[src/hw/rtl/y86dec_pkg.sv]
`timescale 1ns / 1ps
// ----------------------------------------------------------------------------
// y86dec_pkg
// Shared types and opcode constants for the Y86-64 instruction decoder.
// ----------------------------------------------------------------------------
package y86dec_pkg;

  // Instruction class reported on the result channel
  typedef enum logic [3:0] {
    KIND_HALT   = 4'd0,
    KIND_NOP    = 4'd1,
    KIND_CMOV   = 4'd2,
    KIND_IRMOV  = 4'd3,
    KIND_RMMOV  = 4'd4,
    KIND_MRMOV  = 4'd5,
    KIND_OPQ    = 4'd6,
    KIND_JUMP   = 4'd7,
    KIND_CALL   = 4'd8,
    KIND_RET    = 4'd9,
    KIND_PUSH   = 4'd10,
    KIND_POP    = 4'd11,
    KIND_BAD    = 4'd12
  } kind_t;

  // Decode status
  typedef enum logic [1:0] {
    ST_OK   = 2'd0,
    ST_HALT = 2'd1,
    ST_ADR  = 2'd2,
    ST_INS  = 2'd3
  } status_t;

  // Register field value meaning "no register"
  localparam logic [3:0] NONE_REG = 4'hF;

  // Opcode bytes
  localparam logic [7:0] OP_HALT    = 8'h00;
  localparam logic [7:0] OP_NOP     = 8'h10;
  localparam logic [7:0] OP_CMOV_LO = 8'h20;
  localparam logic [7:0] OP_CMOV_HI = 8'h26;
  localparam logic [7:0] OP_IRMOV   = 8'h30;
  localparam logic [7:0] OP_RMMOV   = 8'h40;
  localparam logic [7:0] OP_MRMOV   = 8'h50;
  localparam logic [7:0] OP_OPQ_LO  = 8'h60;
  localparam logic [7:0] OP_OPQ_HI  = 8'h63;
  localparam logic [7:0] OP_JMP_LO  = 8'h70;
  localparam logic [7:0] OP_JMP_HI  = 8'h76;
  localparam logic [7:0] OP_CALL    = 8'h80;
  localparam logic [7:0] OP_RET     = 8'h90;
  localparam logic [7:0] OP_PUSH    = 8'hA0;
  localparam logic [7:0] OP_POP     = 8'hB0;

  // Instruction lengths in bytes
  localparam logic [3:0] LEN_1  = 4'd1;
  localparam logic [3:0] LEN_2  = 4'd2;
  localparam logic [3:0] LEN_9  = 4'd9;
  localparam logic [3:0] LEN_10 = 4'd10;

  // Opcode decode result handed from the decoder to the pipeline
  typedef struct packed {
    kind_t      kind;
    logic [3:0] len;
    logic       op_ok;     // opcode byte is a legal encoding
    logic       has_regs;  // instruction carries a register byte
    logic       sel_val2;  // constant from bytes 2..9
    logic       sel_val1;  // constant from bytes 1..8
  } op_info_t;

endpackage

[src/hw/rtl/y86dec_opdec.sv]
`timescale 1ns / 1ps
// ----------------------------------------------------------------------------
// y86dec_opdec
// Opcode byte decoder: class, length, register byte and constant layout.
// ----------------------------------------------------------------------------
module y86dec_opdec import y86dec_pkg::*; (
  input  logic [7:0] op,
  output op_info_t   info
);

  // Map opcode byte to its class and encoding
  always_comb begin
    info          = '0;
    info.kind     = KIND_BAD;
    info.has_regs = 1'b1;
    case (op) inside
      OP_HALT: begin
        info.kind = KIND_HALT; info.len = LEN_1; info.op_ok = 1'b1;
        info.has_regs = 1'b0;
      end
      OP_NOP: begin
        info.kind = KIND_NOP; info.len = LEN_1; info.op_ok = 1'b1;
        info.has_regs = 1'b0;
      end
      [OP_CMOV_LO:OP_CMOV_HI]: begin
        info.kind = KIND_CMOV; info.len = LEN_2; info.op_ok = 1'b1;
      end
      OP_IRMOV: begin
        info.kind = KIND_IRMOV; info.len = LEN_10; info.op_ok = 1'b1;
        info.sel_val2 = 1'b1;
      end
      OP_RMMOV: begin
        info.kind = KIND_RMMOV; info.len = LEN_10; info.op_ok = 1'b1;
        info.sel_val2 = 1'b1;
      end
      OP_MRMOV: begin
        info.kind = KIND_MRMOV; info.len = LEN_10; info.op_ok = 1'b1;
        info.sel_val2 = 1'b1;
      end
      [OP_OPQ_LO:OP_OPQ_HI]: begin
        info.kind = KIND_OPQ; info.len = LEN_2; info.op_ok = 1'b1;
      end
      [OP_JMP_LO:OP_JMP_HI]: begin
        info.kind = KIND_JUMP; info.len = LEN_9; info.op_ok = 1'b1;
        info.has_regs = 1'b0; info.sel_val1 = 1'b1;
      end
      OP_CALL: begin
        info.kind = KIND_CALL; info.len = LEN_9; info.op_ok = 1'b1;
        info.has_regs = 1'b0; info.sel_val1 = 1'b1;
      end
      OP_RET: begin
        info.kind = KIND_RET; info.len = LEN_1; info.op_ok = 1'b1;
        info.has_regs = 1'b0;
      end
      OP_PUSH: begin
        info.kind = KIND_PUSH; info.len = LEN_2; info.op_ok = 1'b1;
      end
      OP_POP: begin
        info.kind = KIND_POP; info.len = LEN_2; info.op_ok = 1'b1;
      end
      default: begin
        info.kind = KIND_BAD; info.op_ok = 1'b0;
      end
    endcase
  end

endmodule

[src/hw/rtl/y86_instruction_decode_unit.sv]
`timescale 1ns / 1ps
// ----------------------------------------------------------------------------
// y86_instruction_decode_unit
// Three-stage Y86-64 instruction decoder with valid/stall channels.
// ----------------------------------------------------------------------------
// Usage:
//   Input channel carries the PC and ten instruction bytes (in_instr_lo holds
//   bytes 0..7, in_instr_hi bytes 8..9). A transaction is taken on a rising
//   edge with in_valid high and in_stall low.
//   Result channel carries class, length, function code, register fields,
//   the 64-bit constant and a status (ok, halt, address error, invalid).
//   Throughput is one transaction per cycle while in_stall is low. A
//   transaction passes through the three register stages in order:
//     stage 1 - opcode decode and constant select
//     stage 2 - address range and register field checks, status
//     stage 3 - error masking into the output register
//   Each stage holds a valid bit; a stage whose next stage is empty still
//   loads while the output stalls, so bubbles collapse. With out_stall high
//   and the pipe full, in_stall goes high in the same cycle and nothing is
//   dropped or repeated.
//   Reset (rst_n low, synchronous) empties all stages; no result is pending.
// ----------------------------------------------------------------------------
module y86_instruction_decode_unit import y86dec_pkg::*; #(
  parameter int MEM_BYTES = 8192
) (
  input  logic        clk,
  input  logic        rst_n,
  // input channel
  input  logic        in_valid,
  output logic        in_stall,
  input  logic [12:0] in_pc,
  input  logic [63:0] in_instr_lo,
  input  logic [15:0] in_instr_hi,
  // result channel
  output logic        out_valid,
  input  logic        out_stall,
  output logic [3:0]  out_kind,
  output logic [3:0]  out_length,
  output logic [3:0]  out_func_code,
  output logic [3:0]  out_reg_a,
  output logic [3:0]  out_reg_b,
  output logic [63:0] out_constant,
  output logic [1:0]  out_status
);

  // Compare width covers both the memory size and pc + length
  localparam int LimW = $clog2(MEM_BYTES + 1);
  localparam int CmpW = (LimW > 14) ? LimW : 14;
  localparam logic [CmpW-1:0] MemLim = CmpW'(MEM_BYTES);

  // Stage enables
  logic s1_en, s2_en, s3_en;

  // Stage 1 registers
  logic        s1_v_r,    s1_v_nxt;
  logic [12:0] s1_pc_r,   s1_pc_nxt;
  op_info_t    s1_info_r, s1_info_nxt;
  logic [3:0]  s1_fn_r,   s1_fn_nxt;
  logic [3:0]  s1_ra_r,   s1_ra_nxt;
  logic [3:0]  s1_rb_r,   s1_rb_nxt;
  logic [63:0] s1_cval_r, s1_cval_nxt;

  // Stage 2 registers
  logic        s2_v_r,    s2_v_nxt;
  kind_t       s2_kind_r, s2_kind_nxt;
  logic [3:0]  s2_len_r,  s2_len_nxt;
  logic [3:0]  s2_fn_r;
  logic [3:0]  s2_ra_r;
  logic [3:0]  s2_rb_r;
  logic [63:0] s2_cval_r;
  status_t     s2_st_r,   s2_st_nxt;

  // Output registers
  logic        out_v_r,    out_v_nxt;
  logic [3:0]  out_kind_r, out_kind_nxt;
  logic [3:0]  out_len_r,  out_len_nxt;
  logic [3:0]  out_fn_r,   out_fn_nxt;
  logic [3:0]  out_ra_r,   out_ra_nxt;
  logic [3:0]  out_rb_r,   out_rb_nxt;
  logic [63:0] out_cval_r, out_cval_nxt;
  logic [1:0]  out_st_r,   out_st_nxt;

  // Stage 2 working signals
  logic [CmpW-1:0] s2_end;
  logic            pc_oob, end_oob, reg_bad;

  // Handshake: a stage loads when it is empty or its content moves on
  assign s3_en    = !out_v_r || !out_stall;
  assign s2_en    = !s2_v_r || s3_en;
  assign s1_en    = !s1_v_r || s2_en;
  assign in_stall = !s1_en;

  // ---------------- Stage 1: opcode decode ----------------
  y86dec_opdec u_opdec (
    .op   (in_instr_lo[7:0]),
    .info (s1_info_nxt)
  );

  always_comb begin
    s1_v_nxt  = in_valid;
    s1_pc_nxt = in_pc;
    s1_fn_nxt = in_instr_lo[3:0];
    s1_ra_nxt = s1_info_nxt.has_regs ? in_instr_lo[15:12] : NONE_REG;
    s1_rb_nxt = s1_info_nxt.has_regs ? in_instr_lo[11:8]  : NONE_REG;
    // Constant: bytes 2..9 or bytes 1..8, zero otherwise
    if (s1_info_nxt.sel_val2) begin
      s1_cval_nxt = {in_instr_hi, in_instr_lo[63:16]};
    end else if (s1_info_nxt.sel_val1) begin
      s1_cval_nxt = {in_instr_hi[7:0], in_instr_lo[63:8]};
    end else begin
      s1_cval_nxt = '0;
    end
  end

  // ---------------- Stage 2: range and register checks ----------------
  always_comb begin
    s2_v_nxt    = s1_v_r;
    s2_kind_nxt = s1_info_r.kind;
    s2_len_nxt  = s1_info_r.len;
    s2_end      = CmpW'(s1_pc_r) + CmpW'(s1_info_r.len);
    pc_oob      = CmpW'(s1_pc_r) >= MemLim;
    end_oob     = s2_end > MemLim;
    reg_bad     = 1'b0;
    case (s1_info_r.kind)
      KIND_CMOV, KIND_OPQ: reg_bad = (s1_ra_r == NONE_REG) || (s1_rb_r == NONE_REG);
      KIND_IRMOV:          reg_bad = (s1_ra_r != NONE_REG);
      KIND_PUSH, KIND_POP: reg_bad = (s1_rb_r != NONE_REG);
      default:             reg_bad = 1'b0;
    endcase
    // Priority: pc outside memory, bad opcode, end past memory, registers
    if (pc_oob) begin
      s2_st_nxt = ST_ADR;
    end else if (!s1_info_r.op_ok) begin
      s2_st_nxt = ST_INS;
    end else if (end_oob) begin
      s2_st_nxt = ST_ADR;
    end else if (reg_bad) begin
      s2_st_nxt = ST_INS;
    end else if (s1_info_r.kind == KIND_HALT) begin
      s2_st_nxt = ST_HALT;
    end else begin
      s2_st_nxt = ST_OK;
    end
  end

  // ---------------- Stage 3: error masking ----------------
  always_comb begin
    out_v_nxt  = s2_v_r;
    out_st_nxt = s2_st_r;
    if (s2_st_r == ST_ADR || s2_st_r == ST_INS) begin
      out_kind_nxt = KIND_BAD;
      out_len_nxt  = '0;
      out_fn_nxt   = '0;
      out_ra_nxt   = '0;
      out_rb_nxt   = '0;
      out_cval_nxt = '0;
    end else begin
      out_kind_nxt = s2_kind_r;
      out_len_nxt  = s2_len_r;
      out_fn_nxt   = s2_fn_r;
      out_ra_nxt   = s2_ra_r;
      out_rb_nxt   = s2_rb_r;
      out_cval_nxt = s2_cval_r;
    end
  end

  // Valid bits
  always_ff @(posedge clk) begin
    if (!rst_n) begin
      s1_v_r  <= 1'b0;
      s2_v_r  <= 1'b0;
      out_v_r <= 1'b0;
    end else begin
      if (s1_en) s1_v_r  <= s1_v_nxt;
      if (s2_en) s2_v_r  <= s2_v_nxt;
      if (s3_en) out_v_r <= out_v_nxt;
    end
  end

  // Payload registers
  always_ff @(posedge clk) begin
    if (s1_en) begin
      s1_pc_r   <= s1_pc_nxt;
      s1_info_r <= s1_info_nxt;
      s1_fn_r   <= s1_fn_nxt;
      s1_ra_r   <= s1_ra_nxt;
      s1_rb_r   <= s1_rb_nxt;
      s1_cval_r <= s1_cval_nxt;
    end
    if (s2_en) begin
      s2_kind_r <= s2_kind_nxt;
      s2_len_r  <= s2_len_nxt;
      s2_fn_r   <= s1_fn_r;
      s2_ra_r   <= s1_ra_r;
      s2_rb_r   <= s1_rb_r;
      s2_cval_r <= s1_cval_r;
      s2_st_r   <= s2_st_nxt;
    end
    if (s3_en) begin
      out_kind_r <= out_kind_nxt;
      out_len_r  <= out_len_nxt;
      out_fn_r   <= out_fn_nxt;
      out_ra_r   <= out_ra_nxt;
      out_rb_r   <= out_rb_nxt;
      out_cval_r <= out_cval_nxt;
      out_st_r   <= out_st_nxt;
    end
  end

  // Outputs
  assign out_valid     = out_v_r;
  assign out_kind      = out_kind_r;
  assign out_length    = out_len_r;
  assign out_func_code = out_fn_r;
  assign out_reg_a     = out_ra_r;
  assign out_reg_b     = out_rb_r;
  assign out_constant  = out_cval_r;
  assign out_status    = out_st_r;

endmodule

[config.mk]
export PLATFORM = sky130hd
export DESIGN_NAME = y86_instruction_decode_unit
export DESIGN_NICKNAME = d
export VERILOG_FILES = /design/src/hw/rtl/y86dec_pkg.sv /design/src/hw/rtl/y86dec_opdec.sv /design/src/hw/rtl/y86_instruction_decode_unit.sv
export SDC_FILE = /design/constraint.sdc
export NUM_CORES = 1
export LEC_CHECK = 0
export ABC_AREA = 1
export BUFFER_PORTS_ARGS = -buffer_cell sky130_fd_sc_hd__buf_2
export CAP_MARGIN = 20
export CORE_MARGIN = 10
export CORE_UTILIZATION = 55
export CTS_BUF_LIST = sky130_fd_sc_hd__clkbuf_4
export DETAILED_ROUTE_END_ITERATION = 12
export MAX_ROUTING_LAYER = met4
export PLACE_DENSITY = 0.8
export SLEW_MARGIN = 40
export SYNTH_ARGS = -nofsm -noshare
export SYNTH_HDL_FRONTEND = slang
export SYNTH_SLANG_ARGS = --single-unit
[constraint.sdc]
create_clock -name clk -period 21.4 [get_ports clk]
set_clock_uncertainty 0.05 [all_clocks]
set_input_delay 5.35 -clock clk [delete_from_list [all_inputs] [get_ports clk]]
set_output_delay 5.35 -clock clk [all_outputs]
set_load 0.005 [all_outputs]
# After elaboration in Yosys (flattened, before gate mapping)

Index checks and enable logic that the tools add are counted.

Reductions and logical operators: 23
Add/subtract/negate cells: 1
Magnitude comparators: 7
Equality and inequality tests: 19
Multiplexer cells: 53
Bitwise operators: 1

Operator list:

| cell                 | number |
|---|---|
| $mux 64              | 2 |
| $mux 4               | 11 |
| $eq 8x8->1 const B   | 4 |
| $mux 1               | 30 |
| $eq 4x4->1 const B   | 4 |
| $eq 8x7->1 const B   | 2 |
| $ge 8x7->1 const B   | 2 |
| $le 8x7->1 const B   | 2 |
| $mux 3               | 5 |
| $add 13x4->14        | 1 |
| $gt 14x14->1 const B | 1 |
| $reduce_or 11->1     | 1 |
| $eq 4x2->1 const B   | 2 |
| $eq 8x5->1 const B   | 1 |
| $eq 8x6->1 const B   | 1 |
| $ge 8x6->1 const B   | 1 |
| $le 8x6->1 const B   | 1 |
| $logic_not 8->1      | 1 |
| $mux 2               | 4 |
| $ne 4x4->1 const B   | 2 |
| $reduce_or 8->1      | 1 |
| $reduce_or 2->1      | 3 |
| $reduce_or 3->1      | 2 |
| $logic_not 1->1      | 5 |
| 8 further kinds      | 15 |

Flip-flop bits (word level): 273
Logic and storage cells: 135
Output and inout bits: 88

# Depth between registers and ports, before layout

Gate-level depths: netlist of run 1.

Word-level depth: 12
Gate-level depth with buffers: 14
Mapped depth without buffers: 14

# By module

Synthesis of run 1 repeated with hierarchy kept, for this count alone.

Cell total of the unflattened synthesis: 787
Area total of the unflattened synthesis: 10460.0 um^2

Modules (own cells, without submodules):

| module                      | seq. area each (um^2) | area an instance (um^2) | instances | cells an instance |
|---|---|---|---|---|
| y86_instruction_decode_unit | 8167.8                | 10143.5                 | 1         | 723 |
| y86dec_opdec                | 0.0                   | 316.6                   | 1         | 64 |

# Worst setup path before layout of run 1

Ideal clock, no wire load.

Path kind: input -> output
Start: input port out_stall
End: output port in_stall
Stages on the path: 4
Arrival: 9241 ps
Setup slack: 6759 ps
Path through: nand2_1 -> nor2_1 -> inv_1 -> nor2_1

Cells in the longest elaborated chain, start to end: 5

RTL lines:

| element          | RTL line                          | source |
|---|---|---|
| from (decl)      | y86_instruction_decode_unit.sv:36 | `input logic out_stall,` |
| $logic_not 1->1  | y86_instruction_decode_unit.sv:88 | `assign s3_en = !out_v_r \|\| !out_stall;` |
| $logic_or 1x1->1 | y86_instruction_decode_unit.sv:88 |  |
| $logic_or 1x1->1 | y86_instruction_decode_unit.sv:89 | `assign s2_en = !s2_v_r \|\| s3_en;` |
| via s2_en        | y86_instruction_decode_unit.sv:52 | `logic s1_en, s2_en, s3_en;` |
| $logic_or 1x1->1 | y86_instruction_decode_unit.sv:90 | `assign s1_en = !s1_v_r \|\| s2_en;` |
| $logic_not 1->1  | y86_instruction_decode_unit.sv:91 | `assign in_stall = !s1_en;` |
| to (decl)        | y86_instruction_decode_unit.sv:30 | `output logic in_stall,` |

The timed path passes the listed nets, and every way through them passes these cells.

# Worst setup path in the final report of run 1

Start: input port out_stall
End: output port in_stall

Cells in the longest elaborated chain, start to end: 5

RTL lines:

| element          | RTL line |
|---|---|
| $logic_not 1->1  | y86_instruction_decode_unit.sv:88 |
| $logic_or 1x1->1 | y86_instruction_decode_unit.sv:88 |
| via s3_en        | y86_instruction_decode_unit.sv:52 |
| $logic_or 1x1->1 | y86_instruction_decode_unit.sv:89 |
| via s2_en        | y86_instruction_decode_unit.sv:52 |
| $logic_or 1x1->1 | y86_instruction_decode_unit.sv:90 |
| $logic_not 1->1  | y86_instruction_decode_unit.sv:91 |

The timed path passes the listed nets, and every way through them passes these cells.

==> flow_summary.ini, run 1 <==
[run_status]
status = completed

[sta]
holdWs_ns = 0.357
setup_slack_ns = 9.15
tightest_slew_ns = 0.740
fmax_ghz = 0.0816
setup_viol = 0
fin_tns_setup_ns = 0
min_period_ns = 12.25
slew_viol_final = 0
grt_setup_unrepaired = no
relSlewSlack = 0.507
hold_viol_final = 0
min_period_over_period = 0.572

[floorplan]
die_x_microns = 159
die_area_sq_mm = 0.0252
die_h_microns = 159
io_pins = 185
initial_core_util = 0.562
coreArea_sq_mm = 0.0188
num_rows = 50

[power_and_ir_drop]
p_leak_uw = 0.00577
power_density_mw_per_mm2 = 82.7
peakVddDrop_mv = 0.0425

[synthesis]
yosysMostFrequentCell = edfxtp_1
ys.flop_type = edfxtp_1
syn-num-nets = 857
synth_top_area_share = 0.758
yosys-top-cells-area = edfxtp_1 76%, inv_1 6.2%, o22ai_2 5.8%
ys_warn_count = 0
synth_edf_count = 267
synthArstFlopShare = 0
syn_inst = 756
synth_area_leader_cell = edfxtp_1
ys_types = 29
synthTopCellsByCount = 267 x edfxtp_1, 176 x inv_1, 105 x nor2_1
synth_seq_cells = 270
synth_area_sq_mm = 0.0106
ys_seq_area_frac = 0.764
syn_area_per_cell_sq_um = 14.0

[cts]
cts_sinks = 270
holdBufCountCts = 0
path_clk_slew_ns = 0.06
cts.repair.resized = 0
cts_tree = done
cts_max_path_buffers = 3
clock_latency_ns = 0.62
htreeDepth = 3
root_buffer = clkbuf_4
cts_setup_buffers = 0
cts_buffers = 69

[grt]
grt_max_degree = 88
gr-usage-all-layers = 0.167
grt_pass1_wl_microns = 31100
antenna_found_initial = 1
overflow = 0
grt_pass1_vias = 6245

[setup_path]
critPathCaptureType = primary output
slowest_delay_ns = 0.34
critPathKind = in2out
crit_path_start_kind = input port
critPathSlowestCell = nor2_1
critical_path_buf_inv_count = 3
critPathMaxFanout = 87
crit_arrival_ns = 6.85
critPathTopFamily = simple AND/OR/NAND/NOR gates
path_cells = buf_2, nand2_8, nor2_1, inv_4, nor2_1, buf_2
required_ns = 16.00

[drt]
drtPass1Iterations = 5
drt_iter0_drc = 341
drt-total-wl_microns = 20700
drc = 0
vias = 6203
ant_nets = 0
wl_per_cell_microns = 16.1
viasPerCell = 4.81

[finish]
nNetsFinal = 1093
n_fill_cell = 1353
drive_above_1_share = 0.341
stdcell_count = 1289
syn_to_final_growth_pct = 18.7

[placement]
hpwl_microns = 14200
portBuffers = 183
gp_congestion = 0.871
place_ws_ns = 9.05
dp_cells = 1181

[job]
maxCapViolations = 0

[worst_hold_path]
min_path_type = reg2reg
area by class of cell:
type | count | area, sq um | area share
sequential | 270 | 8080 | 0.643
multi-input combinational | 285 | 1710 | 0.136
timing repair buffer | 188 | 973 | 0.0775
clock buffer | 97 | 728 | 0.0580
inverter | 178 | 673 | 0.0536
tap | 260 | 325 | 0.0259
clock inverter | 10 | 65.1 | 0.00518
antenna | 1 | 2.50 | 0.000199
path summary, 6_finish.rpt:
kind / startpoint / endpoint / slack (ns) / cells past startpoint
max: out_stall / in_stall / 9.15 / 6
min reg2reg: s1_cval_r[24] / s2_cval_r[24] / 0.36 / 0
max reg2reg: out_valid / s1_cval_r[17] / 18.31 / 6
min: s1_cval_r[24] / s2_cval_r[24] / 0.36 / 0
per-stage QoR:
stage	util	power (uW)	instance area, sq um
2_1_floorplan	-	625	10600
3_3_place_gp	0.622	646	11700
3_5_place_dp	0.625	648	11800
4_1_cts	0.667	1050	12600
5_1_grt	0.667	1090	12600
6_report	0.667	1040	12600
logic make-up (layout without fill, tap and decap cells):
kind of cell,Yosys count,count (layout),synth area share
AND/OR/NAND/NOR,201,201,0.0781
flip-flops,270,270,0.764
XOR/XNOR,2,2,0.00166
AO/OA/AOI/OAI,77,77,0.0728
buffers and inverters,201,473,0.0780
adder cells (fa/ha/maj),4,4,0.00544
other,1,2,0.000355
layout by cell type, fill, tap and decap left out, types with 2 or more instances in the layout:
cell type	synthesis	final
a21oi_1	2	2
buf_2	5	183
buf_4	1	4
clkbuf_4	0	97
clkinv_1	0	5
dfxtp_1	3	3
edfxtp_1	267	267
ha_1	3	3
inv_1	176	174
inv_2	2	5
inv_4	0	2
nand2_1	65	63
nand2_8	0	2
nand3_1	13	13
nand3b_1	2	2
nand4_1	7	7
nor2_1	105	105
nor3_1	3	3
o21ai_0	16	16
o22ai_1	8	8
o22ai_2	49	49
or2_2	2	2
per-layer routing:
metal,share of wire,track usage
met1,0.41,0.196
met2,0.50,0.271
met3,0.073,0.0402
met4,0.018,0.0693
met5,0,-
power breakdown:
part | internal, uW | total, uW | switching (uW)
Sequential | 591 | 596 | 5.62
Clock | 218 | 402 | 185
Combinational | 15.8 | 40.2 | 24.4
state kept, by name, summed over array words and instances, names as in the netlist, 4 cells and up:
name / count
out_constant: 64
out_func_code: 4
out_kind: 4
out_reg_a: 4
out_reg_b: 4
s1_cval_r: 64
s1_fn_r: 4
s1_pc_r: 13
s1_ra_r: 4
s1_rb_r: 4
s2_cval_r: 64
s2_fn_r: 4
s2_kind_nxt: 4
s2_kind_r: 4
s2_ra_r: 4
s2_rb_r: 4
No activity file was read; power rests on OpenSTA's default activity.
==> inputs of run 2 (changes only) <==
Settings changed: CORE_UTILIZATION 55 to 52, PLACE_DENSITY 0.8 to 0.79.
Clock period 21.4 ns to 11 ns, I/O delays scaled along.
==> run 2 against run 1 <==
Global-route usage shrank 0.15 points. Count of clock-buffer cells in the layout shrank 3. Combinational power grew 94%. Routed wire length grew 2.6%. Sequential share of layout area shrank 0.24 points. Sequential cell count is the same. Cell area grew 0.37%.
==> flow_summary.ini, run 2 (same netlist as run 1, synthesis figures left out) <==
[floorplan]
die_x_microns = 163
io_pins = 185
initial_core_util = 0.526
coreArea_sq_mm = 0.0201
num_rows = 52
die_h_microns = 163
die_area_sq_mm = 0.0264

[setup_path]
startpoint = out_stall
rr_startpoint = out_valid
required_ns = 8.20
critical_path_buf_inv_count = 3
critPathCaptureType = primary output
critPathMaxFanout = 87
critPathTopFamily = simple AND/OR/NAND/NOR gates
crit_path_start_kind = input port
path_cells = buf_2, nand2_8, nor2_1, inv_4, nor2_1, buf_2
critPathKind = in2out
critPathSlowestCell = nand2_8
crit_arrival_ns = 4.32
slowest_delay_ns = 0.36

[sta]
setup_viol = 0
fmax_ghz = 0.140
grt_setup_unrepaired = no
fin_tns_setup_ns = 0
tightest_slew_ns = 0.795
min_period_over_period = 0.647
min_period_ns = 7.12
slew_viol_final = 0
hold_viol_final = 0
relSlewSlack = 0.470

[placement]
gp_congestion = 0.837
dp_cells = 1191
portBuffers = 183
hpwl_microns = 14500

[drt]
drtPass1Iterations = 4
drt_iter0_drc = 359
drc = 0
ant_nets = 0
vias = 6190
viasPerCell = 4.74
wl_per_cell_microns = 16.2
drt-total-wl_microns = 21200

[cts]
cts_max_path_buffers = 3
cts_buffers = 68
clock_latency_ns = 0.65
cts_setup_buffers = 0
htreeDepth = 3
holdBufCountCts = 0
cts_tree = done
cts_sinks = 270
path_clk_slew_ns = 0.06
root_buffer = clkbuf_4
cts.repair.resized = 0

[power_and_ir_drop]
p_leak_uw = 0.00578
fin_total_pwr_uw = 2050
peakVddDrop_mv = 0.0696
power_density_mw_per_mm2 = 163

[grt]
grt_max_degree = 88
grt_pass1_vias = 6449
antenna_found_initial = 2
gr-usage-all-layers = 0.165
overflow = 0
grt_pass1_wl_microns = 33000

[finish]
stdcell_count = 1307
drive_above_1_share = 0.338
layout_common_cells = 267 x edfxtp_1, 183 x buf_2, 174 x inv_1
seq_area_sq_mm = 0.00808
n_fill_cell = 1511
syn_to_final_growth_pct = 19.2
final_common_cell = edfxtp_1
fin_util = 0.627
multiInputGateArea_sq_mm = 0.00171
nNetsFinal = 1092

[worst_hold_path]
hp-start = s1_cval_r[7]
min_path_type = reg2reg

[job]
maxCapViolations = 0

[run_status]
status = completed
[run 2: changes by cell type in the layout (fill, tap and decap cells not counted), sizes merged]
cell    delta
bufinv     +1
clkbuf     -3
clkinv    +10
diode      +1
inv        -1
[run 2: report_power, final]
part	switching, uW	internal, uW	total (uW)	leakage [uW]
Combinational	47.2	30.6	77.8	0.00209
Clock	376	441	817	0.000501
Sequential	11.5	1150	1160	0.00318
Total	434	1620	2050	0.00578
[run 2: per-layer routing]
layer,global-route usage,up-vias,wire length [microns],part of all wire
li1,-,3059,-,-
met1,0.182,2842,8390,0.40
met2,0.272,249,10700,0.50
met3,0.0516,40,1710,0.081
met4,0.0730,0,455,0.021
met5,-,-,0,0
[run 2: path summary, 6_finish.rpt]
check / endpoint / slack [ns] / cells after the start
worst max register to register: s1_cval_r[24] / 7.81 / 6
worst min register to register: s2_cval_r[7] / 0.34 / 0
worst min-delay path: s2_cval_r[7] / 0.34 / 0
worst max-delay path: in_stall / 3.88 / 6
[run 2: layout make-up]
cell class,instances,share of cell area
multi-input combinational,285,0.136
inverter,178,0.0534
antenna,2,0.000397
clock buffer,94,0.0560
tap,270,0.0268
clock inverter,20,0.0104
timing repair buffer,188,0.0762
sequential,270,0.641
[run 2: through the flow]
stage / hold slack (ns) / cell area, sq um / setup WS [ns]
6_report: 0.341 / 12600 / 3.88
3_5_place_dp: 0.355 / 11800 / 3.84
4_1_cts: 0.337 / 12600 / 3.83
3_3_place_gp: 0.350 / 11700 / 3.56
2_1_floorplan: 0.350 / 10600 / 1.56
5_1_grt: 0.340 / 12600 / 3.71
==> inputs of run 3 (changes only) <==
Clock period 11 ns to 6.4 ns, I/O delays scaled along.
==> run 3 against run 2 <==
Sequential power is 72% higher. Die area stayed put. Sequential cell count stayed put. Largest power group unchanged.
==> flow_summary.ini, run 3 (same netlist as run 1, synthesis figures left out) <==
[run_status]
status = completed

[floorplan]
num_rows = 52
die_h_microns = 163
die_area_sq_mm = 0.0264
coreArea_sq_mm = 0.0201
initial_core_util = 0.526
io_pins = 185
die_x_microns = 163

[drt]
viasPerCell = 4.68
ant_nets = 0
vias = 6168
drtPass1Iterations = 5
drc = 0
drt-total-wl_microns = 20600
wl_per_cell_microns = 15.6
drt_iter0_drc = 340

[grt]
antenna_found_initial = 4
overflow = 0
grtUsageMet1 = 0.180
grt_pass1_vias = 6217
grt_pass1_wl_microns = 31700
top_usage_layer = met2
gr-usage-all-layers = 0.159
met3_usage = 0.0528
grt_max_degree = 75
met2_usage = 0.256

[worst_hold_path]
min_path_cells = 0
min_path_type = reg2reg
hp-start = s1_cval_r[58]
worstHoldEndpoint = s2_cval_r[58]

[sta]
fmax_ghz = 0.226
slew_viol_final = 0
holdWs_ns = 0.347
setup_viol = 0
min_period_over_period = 0.691
min_period_ns = 4.42
tightest_slew_ns = 0.777
relSlewSlack = 0.482
grt_setup_unrepaired = no
fin_tns_setup_ns = 0
hold_viol_final = 0

[finish]
fin_util = 0.628
syn_to_final_growth_pct = 19.3
drive_above_1_share = 0.338
final_common_cell = edfxtp_1
stdcell_count = 1318
layout_common_cells = 267 x edfxtp_1, 183 x buf_2, 174 x inv_1
nNetsFinal = 1095

[cts]
holdBufCountCts = 0
path_clk_slew_ns = 0.07
cts_buffers = 69
root_buffer = clkbuf_4
clock_latency_ns = 0.62
cts.repair.resized = 0
cts_sinks = 270
cts_tree = done
cts_setup_buffers = 0
htreeDepth = 3
cts_max_path_buffers = 3

[setup_path]
r2r_slack_ns = 3.35
critPathCaptureType = primary output
critPathKind = in2out
required_ns = 4.75
r2r-end = s1_pc_r[7]
critPathMaxFanout = 32
rr_startpoint = out_valid
crit_path_start_kind = input port
ff2ff_path_depth = 6
crit_arrival_ns = 2.77

[placement]
gp_congestion = 0.823
portBuffers = 183
hpwl_microns = 14200
dp_cells = 1192

[power_and_ir_drop]
power_density_mw_per_mm2 = 276
peakVddDrop_mv = 0.154
p_leak_uw = 0.00579
fin_total_pwr_uw = 3480

[job]
maxCapViolations = 0
run 3: worst max-delay path, cell delays in order:
cell	delay, ns
buf_2	0.10
nand2_4	0.23
nor2_1	0.27
clkinvlp_4	0.13
nor2_1	0.25
buf_2	0.18
run 3: per-stage QoR:
step / setup slack [ns] / area (sq um)
2_1_floorplan: 0.232 / 10600
3_3_place_gp: 1.97 / 11700
3_5_place_dp: 1.94 / 11800
4_1_cts: 1.95 / 12600
5_1_grt: 1.84 / 12600
6_report: 1.98 / 12600
run 3: cell type report:
| type | count | area (sq um) |
|---|---|---|
| Fill cell | 1538 | 7490 |
| Timing Repair Buffer | 190 | 988 |
| Multi-Input combinational cell | 285 | 1700 |
| Inverter | 178 | 676 |
| Sequential cell | 270 | 8080 |
| Tap cell | 270 | 338 |
| Antenna cell | 4 | 10.0 |
| Clock buffer | 97 | 728 |
| Clock inverter | 24 | 95.1 |
run 3: worst max path at each step:
stage	to	cells after the start	from	slack [ns]
after detailed placement	in_stall	6	out_stall	1.94
after CTS	in_stall	6	out_stall	1.95
after floorplan	s1_cval_r[0]	5	out_stall	0.23
after global routing	in_stall	6	out_stall	1.84
after global placement	in_stall	6	out_stall	1.97
final	in_stall	6	out_stall	1.98
run 3: where the power goes:
| group | internal [uW] | switching [uW] |
|---|---|---|
| combinational | 52.8 | 81.2 |
| clock | 702 | 655 |
| sequential | 1970 | 18.5 |
| total | 2730 | 755 |
run 3: metal layers:
layer | share of wire | vias up
li1 | - | 3072
met4 | 0.019 | 0
met5 | 0 | -
met1 | 0.40 | 2832
met2 | 0.50 | 234
met3 | 0.088 | 30
